File: config.mk
export PLATFORM = sky130hd
export DESIGN_NAME = fir_bandpass_43_tap_core
export DESIGN_NICKNAME = d
export VERILOG_FILES = /design/src/rtl/core/fbp_pkg.sv /design/src/rtl/core/fbp_delay_line.sv /design/src/rtl/core/fbp_tap_products.sv /design/src/rtl/core/fbp_sum_tree.sv /design/src/rtl/core/fir_bandpass_43_tap_core.sv
export SDC_FILE = /design/constraint.sdc
export NUM_CORES = 2
export LEC_CHECK = 0
export ABC_AREA = 0
export BUFFER_PORTS_ARGS = -buffer_cell sky130_fd_sc_hd__buf_2
export CAP_MARGIN = 10
export CORE_MARGIN = 2
export CORE_UTILIZATION = 40
export CTS_CLUSTER_SIZE = 20
export DETAILED_ROUTE_END_ITERATION = 8
export PLACE_DENSITY = 0.56
export SYNTH_ARGS = -nofsm -noshare
export SYNTH_HDL_FRONTEND = slang
export SYNTH_SLANG_ARGS = --single-unit
File: constraint.sdc
create_clock -name clock -period 16.1 [get_ports clock]
set_clock_uncertainty 0.05 [all_clocks]
set_input_delay 3.22 -clock clock [delete_from_list [all_inputs] [get_ports clock]]
set_output_delay 3.22 -clock clock [all_outputs]
set_load 0.03 [all_outputs]
File: src/rtl/core/fbp_pkg.sv
package fbp_pkg;

   localparam int NUM_TAPS        = 43;
   localparam int HALF_TAPS       = (NUM_TAPS + 1) / 2;
   localparam int SAMPLE_W        = 10;
   localparam int PAIR_W          = SAMPLE_W + 1;
   localparam int COEFF_FRAC_BITS = 15;
   localparam int COEFF_W         = COEFF_FRAC_BITS + 1;
   localparam int PROD_W          = COEFF_W + PAIR_W + 1;
   localparam int OUT_W           = 27;
   localparam int MILLION         = 1000000;
   localparam int GROUP_SIZE      = 6;
   localparam int NUM_GROUPS      = (HALF_TAPS + GROUP_SIZE - 1) / GROUP_SIZE;

   typedef logic        [SAMPLE_W-1:0] sample_type;
   typedef logic signed [OUT_W-1:0]    acc_type;
   typedef logic signed [COEFF_W-1:0]  coeff_type;

   typedef coeff_type  coeff_array_type [HALF_TAPS];
   typedef sample_type tap_array_type   [NUM_TAPS];
   typedef acc_type    prod_array_type  [HALF_TAPS];
   typedef acc_type    group_array_type [NUM_GROUPS];

   // bandpass taps in millionths, tap 0 up to the centre tap; the rest mirror
   localparam int HALF_COEFF_MICRO [HALF_TAPS] = '{
      678, 504, -1055, 0, 2536, 0, -5715, 0, 10381, 0, -16616,
      0, 25228, 0, -38748, 0, 65030, 0, -176141, 0, 360000, 500000
   };

   // round to nearest, ties away from zero
   function automatic coeff_array_type quantize_coeffs();
      coeff_array_type c;
      longint          m;
      longint          mag;
      longint          q;
      for (int i = 0; i < HALF_TAPS; i++) begin
         m    = longint'(HALF_COEFF_MICRO[i]);
         mag  = (m < 0) ? -m : m;
         q    = (mag * (longint'(1) << COEFF_FRAC_BITS) + MILLION / 2) / MILLION;
         c[i] = coeff_type'((m < 0) ? -q : q);
      end
      return c;
   endfunction

   localparam coeff_array_type COEFFS = quantize_coeffs();

endpackage

File: src/rtl/core/fbp_delay_line.sv
module fbp_delay_line (
   input  logic                  clock,
   input  logic                  reset,
   input  logic                  shift_en,
   input  fbp_pkg::sample_type   sample,
   output fbp_pkg::tap_array_type taps
);

   fbp_pkg::sample_type delay_ff [fbp_pkg::NUM_TAPS-1];
   fbp_pkg::sample_type delay_in [fbp_pkg::NUM_TAPS-1];

   always_comb begin
      delay_in[0] = sample;
      for (int k = 1; k < fbp_pkg::NUM_TAPS - 1; k++) begin
         delay_in[k] = delay_ff[k-1];
      end
   end

   always_ff @(posedge clock) begin
      if (reset) begin
         for (int k = 0; k < fbp_pkg::NUM_TAPS - 1; k++) begin
            delay_ff[k] <= '0;
         end
      end else if (shift_en) begin
         delay_ff <= delay_in;
      end
   end

   // tap 0 is the word being accepted, the rest come from the line
   always_comb begin
      taps[0] = sample;
      for (int k = 1; k < fbp_pkg::NUM_TAPS; k++) begin
         taps[k] = delay_ff[k-1];
      end
   end

endmodule

File: src/rtl/core/fbp_tap_products.sv
module fbp_tap_products (
   input  logic                    clock,
   input  logic                    reset,
   input  logic                    in_valid,
   output logic                    in_ready,
   input  fbp_pkg::tap_array_type  taps,
   output logic                    out_valid,
   input  logic                    out_ready,
   output fbp_pkg::prod_array_type prods
);

   logic                    valid_ff;
   logic                    valid_in;
   fbp_pkg::prod_array_type prod_ff;
   fbp_pkg::prod_array_type prod_in;

   assign in_ready = !valid_ff || out_ready;
   assign valid_in = in_ready ? in_valid : valid_ff;

   // symmetric taps: pre-add the mirrored pair, then one constant multiply
   always_comb begin
      logic        [fbp_pkg::PAIR_W-1:0] pair;
      logic signed [fbp_pkg::PROD_W-1:0] full;
      for (int i = 0; i < fbp_pkg::HALF_TAPS; i++) begin
         if (i == fbp_pkg::NUM_TAPS - 1 - i) begin
            pair = {1'b0, taps[i]};
         end else begin
            pair = {1'b0, taps[i]} + {1'b0, taps[fbp_pkg::NUM_TAPS-1-i]};
         end
         full       = fbp_pkg::COEFFS[i] * $signed({1'b0, pair});
         prod_in[i] = fbp_pkg::acc_type'(full);
      end
   end

   always_ff @(posedge clock) begin
      if (reset) begin
         valid_ff <= 1'b0;
      end else begin
         valid_ff <= valid_in;
      end
   end

   always_ff @(posedge clock) begin
      if (in_ready) begin
         prod_ff <= prod_in;
      end
   end

   assign out_valid = valid_ff;
   assign prods     = prod_ff;

   a_prod_hold : assert property (@(posedge clock) disable iff (reset)
      valid_ff && !out_ready |=> valid_ff && $stable(prod_ff[0]))
      else $error("product stage dropped a held word");

endmodule

File: src/rtl/core/fbp_sum_tree.sv
module fbp_sum_tree (
   input  logic                    clock,
   input  logic                    reset,
   input  logic                    in_valid,
   output logic                    in_ready,
   input  fbp_pkg::prod_array_type prods,
   output logic                    out_valid,
   input  logic                    out_stall,
   output fbp_pkg::acc_type        result
);

   logic                     group_valid_ff;
   logic                     group_valid_in;
   fbp_pkg::group_array_type group_ff;
   fbp_pkg::group_array_type group_in;
   logic                     out_valid_ff;
   logic                     out_valid_in;
   fbp_pkg::acc_type         result_ff;
   fbp_pkg::acc_type         result_in;
   logic                     out_ready;

   // sums wrap modulo 2^27; the exact total fits, so nothing is lost
   always_comb begin
      for (int g = 0; g < fbp_pkg::NUM_GROUPS; g++) begin
         group_in[g] = '0;
         for (int j = 0; j < fbp_pkg::GROUP_SIZE; j++) begin
            if (g * fbp_pkg::GROUP_SIZE + j < fbp_pkg::HALF_TAPS) begin
               group_in[g] = group_in[g] + prods[g * fbp_pkg::GROUP_SIZE + j];
            end
         end
      end
   end

   always_comb begin
      result_in = '0;
      for (int g = 0; g < fbp_pkg::NUM_GROUPS; g++) begin
         result_in = result_in + group_ff[g];
      end
   end

   assign out_ready      = !out_valid_ff || !out_stall;
   assign in_ready       = !group_valid_ff || out_ready;
   assign group_valid_in = in_ready ? in_valid : group_valid_ff;
   assign out_valid_in   = out_ready ? group_valid_ff : out_valid_ff;

   always_ff @(posedge clock) begin
      if (reset) begin
         group_valid_ff <= 1'b0;
         out_valid_ff   <= 1'b0;
      end else begin
         group_valid_ff <= group_valid_in;
         out_valid_ff   <= out_valid_in;
      end
   end

   always_ff @(posedge clock) begin
      if (in_ready) begin
         group_ff <= group_in;
      end
      if (out_ready) begin
         result_ff <= result_in;
      end
   end

   assign out_valid = out_valid_ff;
   assign result    = result_ff;

   a_group_hold : assert property (@(posedge clock) disable iff (reset)
      group_valid_ff && !out_ready |=> group_valid_ff)
      else $error("partial sum word lost while output stalled");

   a_out_after_reset : assert property (@(posedge clock)
      $past(reset) |-> !out_valid_ff)
      else $error("result word valid straight after reset");

endmodule

File: src/rtl/core/fir_bandpass_43_tap_core.sv
// 43-tap symmetric bandpass FIR, fixed Q1.15 coefficients.
// Input channel req_: one unsigned 10-bit converter sample per word,
// taken at a rising edge with req_valid high and req_stall low.
// Result channel rsp_: one signed 27-bit filtered value per sample,
// 15 fractional bits, handed over with rsp_valid high and rsp_stall low.
// Throughput: one word per cycle while rsp_stall is low. Three register
// stages (pre-add and constant multiply, partial sums, final sum) lie
// between an accepted sample and its result on rsp_.
// Every stage advances when the stage after it is empty or moving, so
// bubbles close up; a stalled receiver holds rsp_ and backs up the
// pipeline, raising req_stall only once all three stages are full.
// Reset (synchronous, active high) clears the 42-sample delay line to
// zero and empties the pipeline.
module fir_bandpass_43_tap_core (
   input  logic                             clock,
   input  logic                             reset,
   input  logic                             req_valid,
   output logic                             req_stall,
   input  logic [fbp_pkg::SAMPLE_W-1:0]     req_sample,
   output logic                             rsp_valid,
   input  logic                             rsp_stall,
   output logic signed [fbp_pkg::OUT_W-1:0] rsp_filtered
);

   fbp_pkg::tap_array_type  taps;
   fbp_pkg::prod_array_type prods;
   logic                    prod_ready;
   logic                    prod_valid;
   logic                    sum_ready;
   logic                    accept;

   assign req_stall = !prod_ready;
   assign accept    = req_valid && prod_ready;

   fbp_delay_line u_delay_line (
      .clock    (clock),
      .reset    (reset),
      .shift_en (accept),
      .sample   (req_sample),
      .taps     (taps)
   );

   fbp_tap_products u_tap_products (
      .clock     (clock),
      .reset     (reset),
      .in_valid  (req_valid),
      .in_ready  (prod_ready),
      .taps      (taps),
      .out_valid (prod_valid),
      .out_ready (sum_ready),
      .prods     (prods)
   );

   fbp_sum_tree u_sum_tree (
      .clock     (clock),
      .reset     (reset),
      .in_valid  (prod_valid),
      .in_ready  (sum_ready),
      .prods     (prods),
      .out_valid (rsp_valid),
      .out_stall (rsp_stall),
      .result    (rsp_filtered)
   );

   a_line_shift : assert property (@(posedge clock) disable iff (reset)
      accept |=> taps[1] == $past(req_sample))
      else $error("accepted word not at head of delay line");

endmodule

Word-level counts from Yosys, hierarchy flattened
Index checks and enable logic that the tools add are counted.

Bits in registers: 879. Output and inout port bits: 29.

Add/sub/neg operators: 24. Reductions and logical operators: 9. $mul: 12.

Operators by type and width (number): $add A27 B27 Y27 (11); $add A10 B10 Y11 (12); $mul A12 B11 Y23 const A (2); $mul A7 B11 Y18 const A (2); $add A27 B25 Y27 (1); $mul A12 B12 Y24 const A (1); $mul A11 B12 Y23 const A (1); $mul A10 B11 Y21 const A (1); $mul A9 B12 Y21 const A (1); $mul A7 B12 Y19 const A (1); $mul A6 B12 Y18 const A (1); $mul A5 B11 Y16 const A (1); $mul A4 B11 Y15 const A (1); $logic_not A1 Y1 (5); $logic_or A1 B1 Y1 (3); $logic_and A1 B1 Y1 (1).

Logic depth before layout (Yosys ltp)
Depth after elaboration: 5. Mapped depth: 30. Mapped depth without buffers: 30.

Modules after synthesis
From an unflattened synthesis, not the netlist that was laid out.

Cell total of the unflattened synthesis: 6955. Area, all modules: 72085.4 sq um.

By module, submodules not included: fbp_tap_products (times used 1, cells an instance 3335, area each 34991.1 sq um); fbp_sum_tree (times used 1, cells an instance 2254, area each 21685.8 sq um); fbp_delay_line (times used 1, cells an instance 1364, area each 15398.5 sq um); fir_bandpass_43_tap_core (times used 1, cells an instance 2, area each 10.0 sq um).

Least setup slack after synthesis
No wires, ideal clock.

Path kind: input port to output port. Start point: input port rsp_stall. End point: output port req_stall. Path slack: -0.189 ns. Cell stages on the path: 2. Arrival time: 13.019 ns. Path buffers: 0. Path through: nand4_1 -> inv_1.

Cells in the longest elaborated chain, start to end: 5.

Ends and longest elaborated chain: start, declared (line fir_bandpass_43_tap_core.sv:21) `input logic rsp_stall,`; $logic_not A1 Y1 (line fbp_sum_tree.sv:41) `assign out_ready = !out_valid_ff || !out_stall;`; $logic_or A1 B1 Y1 (line fbp_sum_tree.sv:41); $logic_or A1 B1 Y1 (line fbp_sum_tree.sv:42) `assign in_ready = !group_valid_ff || out_ready;`; $logic_or A1 B1 Y1 (line fbp_tap_products.sv:17) `assign in_ready = !valid_ff || out_ready;`; $logic_not A1 Y1 (line fir_bandpass_43_tap_core.sv:32) `assign req_stall = !prod_ready;`; end, declared (line fir_bandpass_43_tap_core.sv:18) `output logic req_stall,`.

Every way passes these cells.

Worst setup path in the final report
Ends and elaborated chain as after synthesis.

==> flow_metrics.py <==
metrics = {
    "logic_synthesis": {
        "synth.cells.most_frequent": "sky130_fd_sc_hd__nand2_1 (937), sky130_fd_sc_hd__ha_1 (930), sky130_fd_sc_hd__a21oi_1 (668)",
        "synth_mux_area_share_pct": 0,
        "synth_top_family_by_area": "adder cells",
        "syn-num-nets": 7191,
        "synth_xor_area_share_pct": 5.615,
        "synthArstFlopShare_pct": 0,
        "synth.top_cells.by_area": "sky130_fd_sc_hd__ha_1 (20%), sky130_fd_sc_hd__edfxtp_1 (20%), sky130_fd_sc_hd__dfxtp_1 (14%)",
        "synth.lib_cells_used.distinct": 67,
        "post_synth_fa_ha_maj_area_fraction_pct": 33.86,
        "synth-main-ff-cell": "sky130_fd_sc_hd__dfxtp_1",
        "synth.most_common_cell": "sky130_fd_sc_hd__nand2_1",
        "mappedNetlistArea_um2": 58490,
        "post_synth.cell_area_avg_um2": 10.02,
        "synth_compound_area_share_pct": 11.18,
        "synth-simple-area-share_pct": 10.04,
        "number_of_enable_flip_flop_cells_after_synthesis": 382,
        "synth_largest_type_area_fraction_pct": 19.89,
        "yosysSeqAreaShare_pct": 34.09,
        "synth-warning-count": 0,
        "syn_inst": 5839,
        "postSynthRegisterBits": 805,
        "post-synth-top-area-cell": "sky130_fd_sc_hd__ha_1",
    },
    "timing": {
        "worst_max_slew_pin_slew_ns": 1.075,
        "setup-violations-final": 0,
        "layout_worst_path_cycle_share_pct": 47.27,
        "final-max-slew-violation-count": 0,
        "period_needed_ns": 7.610,
        "fmax_mhz": 131.4,
        "setup_repair_after_global_routing_missed_its_margin": "no",
        "report.final.hold_viol_count": 0,
        "timing.max_slew.rel_slack_pct": 27.84,
    },
    "global_routing": {
        "grt_use_total_pct": 18.61,
        "grt_pass1_vias": 38890,
        "overflow_after_grt": 0,
        "grt_antenna_before_repair": 5,
        "maximum_number_of_pins_on_one_net_before_global_route_repair": 189,
        "grt_first_pass_wirelength_mm": 217.3,
    },
    "power": {
        "irDropWorstVdd_uv": 89.38,
        "total_power_mw": 5.509,
        "p_leak_nw": 30.42,
        "power.density_cell_area_nw_per_um2": 86.11,
    },
    "worst_setup_path": {
        "crit_type": "in -> out",
        "cp.arrival_ns": 4.34,
        "ff2ff_setup_slack_ns": 8.57,
        "worstPathMaxFanout": 46,
        "worst_r2r_path_depth": 29,
        "crit_path_end_kind": "output port",
        "r2r-end": "u_tap_products.prods[106]",
        "worstPathRequired_ns": 12.83,
        "rr_startpoint": "u_delay_line.taps[180]",
        "setup.worst_path.start_class": "primary input",
    },
    "floorplan": {
        "floorplan.io_pins": 43,
        "fp.dieH_um": 386.4,
        "row_count": 140,
        "start_util_pct": 40.23,
        "core-area_um2": 145400,
        "design.die.area_um2": 149300,
        "die_x_um": 386.4,
    },
    "detailed_routing": {
        "drt_pass1_iterations": 5,
        "drt_first_iter_violations": 2380,
        "route.vias.total": 39390,
        "wl_mm": 137.0,
        "avgViaCountPerCell": 5.017,
        "ant_nets": 0,
        "remaining_drc_errors": 0,
        "wl_per_cell_um": 17.45,
    },
    "min_path": {
        "type_of_the_tightest_min_delay_check": "reg -> reg",
        "min_to": "u_sum_tree.group_valid_ff",
        "holdPathStages": 2,
        "worst_hold_startpoint": "u_tap_products.out_valid",
    },
    "clocking": {
        "tritoncts_clock_tree": "yes",
        "post_cts.repair.setup_buffers": 0,
        "clock-sinks": 805,
        "clockRootBuffer": "sky130_fd_sc_hd__clkbuf_16",
        "clock_path_buffers": 3,
        "numCtsBuffers": 93,
        "cts-htree-levels": 3,
        "cts.clk_slew.worst_paths_ns": 0.06,
        "cts-hold-fix-buffers": 0,
        "cts_resizes": 0,
        "worst_skew_pair.late_latency_ns": 0.71,
    },
    "finish": {
        "layout.cells.non_filler": 7852,
        "num_antenna_cells": 0,
        "layout-drive-gt1-share_pct": 4.313,
        "fin_area_um2": 63970,
        "final_nets": 7206,
        "syn2layout_area_growth_pct": 9.368,
        "post-route-util_pct": 44.00,
        "nFillCells": 13940,
    },
    "place": {
        "place.detailed.hpwl_mm": 107.6,
        "placed_cell_area_um2": 60800,
        "port-buffer-count": 42,
        "place.detailed.instances": 7676,
        "globalplace.congestion": 0.8639,
    },
    "run": {
        "max-cap-violations": 0,
    },
    "status": {
        "outcome": "finished, final reports clean",
    },
}
-- worst max-delay path, stage by stage --
cell,delay (ns)
sky130_fd_sc_hd__buf_2,0.14
sky130_fd_sc_hd__nand4_1,0.07
sky130_fd_sc_hd__buf_4,0.49
sky130_fd_sc_hd__inv_1,0.19
sky130_fd_sc_hd__buf_2,0.23
-- worst max path at each step --
stage                           endpoint                    from  slack, ns
2_1_floorplan                  req_stall               rsp_stall      -0.19
3_3_place_gp                   req_stall               rsp_stall       8.49
3_5_place_dp                   req_stall               rsp_stall       8.47
4_1_cts                        req_stall               rsp_stall       8.46
5_1_grt        u_tap_products.prods[106]  u_delay_line.taps[240]       7.88
6_report                       req_stall               rsp_stall       8.49
-- power breakdown --
part | total [mW] | leakage (nW) | internal [mW] | switching, mW
clock | 2.19 | 1.58 | 1.27 | 0.914
sequential | 2.37 | 7.94 | 2.29 | 0.0782
combinational | 0.948 | 20.9 | 0.364 | 0.584
-- flip-flops by register name, indices dropped and copies added, names as in the netlist --
name                       cells
u_tap_products.prods         249
u_tap_products.out_valid       1
u_delay_line.taps            420
u_sum_tree.group_ff          106
u_sum_tree.out_valid           1
u_sum_tree.result             27
u_sum_tree.group_valid_ff      1
-- final cells by class --
class | count | area (µm²) | share of cell area (%)
timing repair buffer | 65 | 417.9 | 0.6533
tap | 1917 | 2399 | 3.750
multi-input combinational | 4222 | 35540 | 55.56
inverter | 667 | 2504 | 3.914
clock buffer | 129 | 2721 | 4.254
clock inverter | 47 | 449.2 | 0.7022
sequential | 805 | 19940 | 31.17
-- metal layers --
layer | global-route usage [%] | share of wire (%) | vias to the layer above | wire length (µm)
met5 | 0 | 0.0088 | - | 12
met4 | 4.960 | 2.5 | 2 | 3457
met3 | 2.164 | 3.4 | 157 | 4677
met2 | 29.65 | 45 | 544 | 61560
met1 | 26.73 | 49 | 18890 | 67290
li1 | - | - | 19800 | -
-- metrics by stage --
stage | setup WS, ns | setup TNS [ns] | hold slack [ns]
after global routing | 7.883 | 0 | 0.4095
after CTS | 8.463 | 0 | 0.3972
after detailed placement | 8.468 | 0 | 0.3926
after floorplan | -0.1894 | -0.1894 | 0.3503
final | 8.490 | 0 | 0.3934
after global placement | 8.488 | 0 | 0.3858
-- kinds of logic (layout without fill, tap and decap cells) --
logic type	count (synthesis)	after routing
XOR/XNOR	375	375
adder cells (fa/ha/maj)	1338	1338
AO/OA/AOI/OAI	1110	1110
AND/OR/NAND/NOR	1399	1399
buffers and inverters	812	908
flip-flops	805	805
-- cell usage in the layout, fill, tap and decap left out, drive strengths merged, types with 6 or more instances in the layout --
master   netlist  final
o31ai         11     11
o311ai         6      6
or3           25     25
o21a          37     37
fa           408    408
o21ai        100    100
a21o          84     84
nand3         61     61
nand3b         7      7
o2111ai        7      7
o211ai        10     10
a31o           8      8
a211o          9      9
nand2b        31     31
or2           15     15
clkbuf       144    129
nor3          57     57
xnor2        290    290
a31oi         20     20
and3          24     24
edfxtp       382    382
nand4         11     11
a211oi        11     11
clkinv         0     25
and2           8      8
dfxtp        423    423
inv          667    680
nor2b         39     39
or4            6      6
nor2         167    167
a41oi          6      6
ha           930    930
nand2        937    937
o21bai        70     70
buf            1     65
a21boi        11     11
xor2          85     85
o41ai          9      9
a21oi        668    668
No activity file was read; power rests on OpenSTA's default activity.
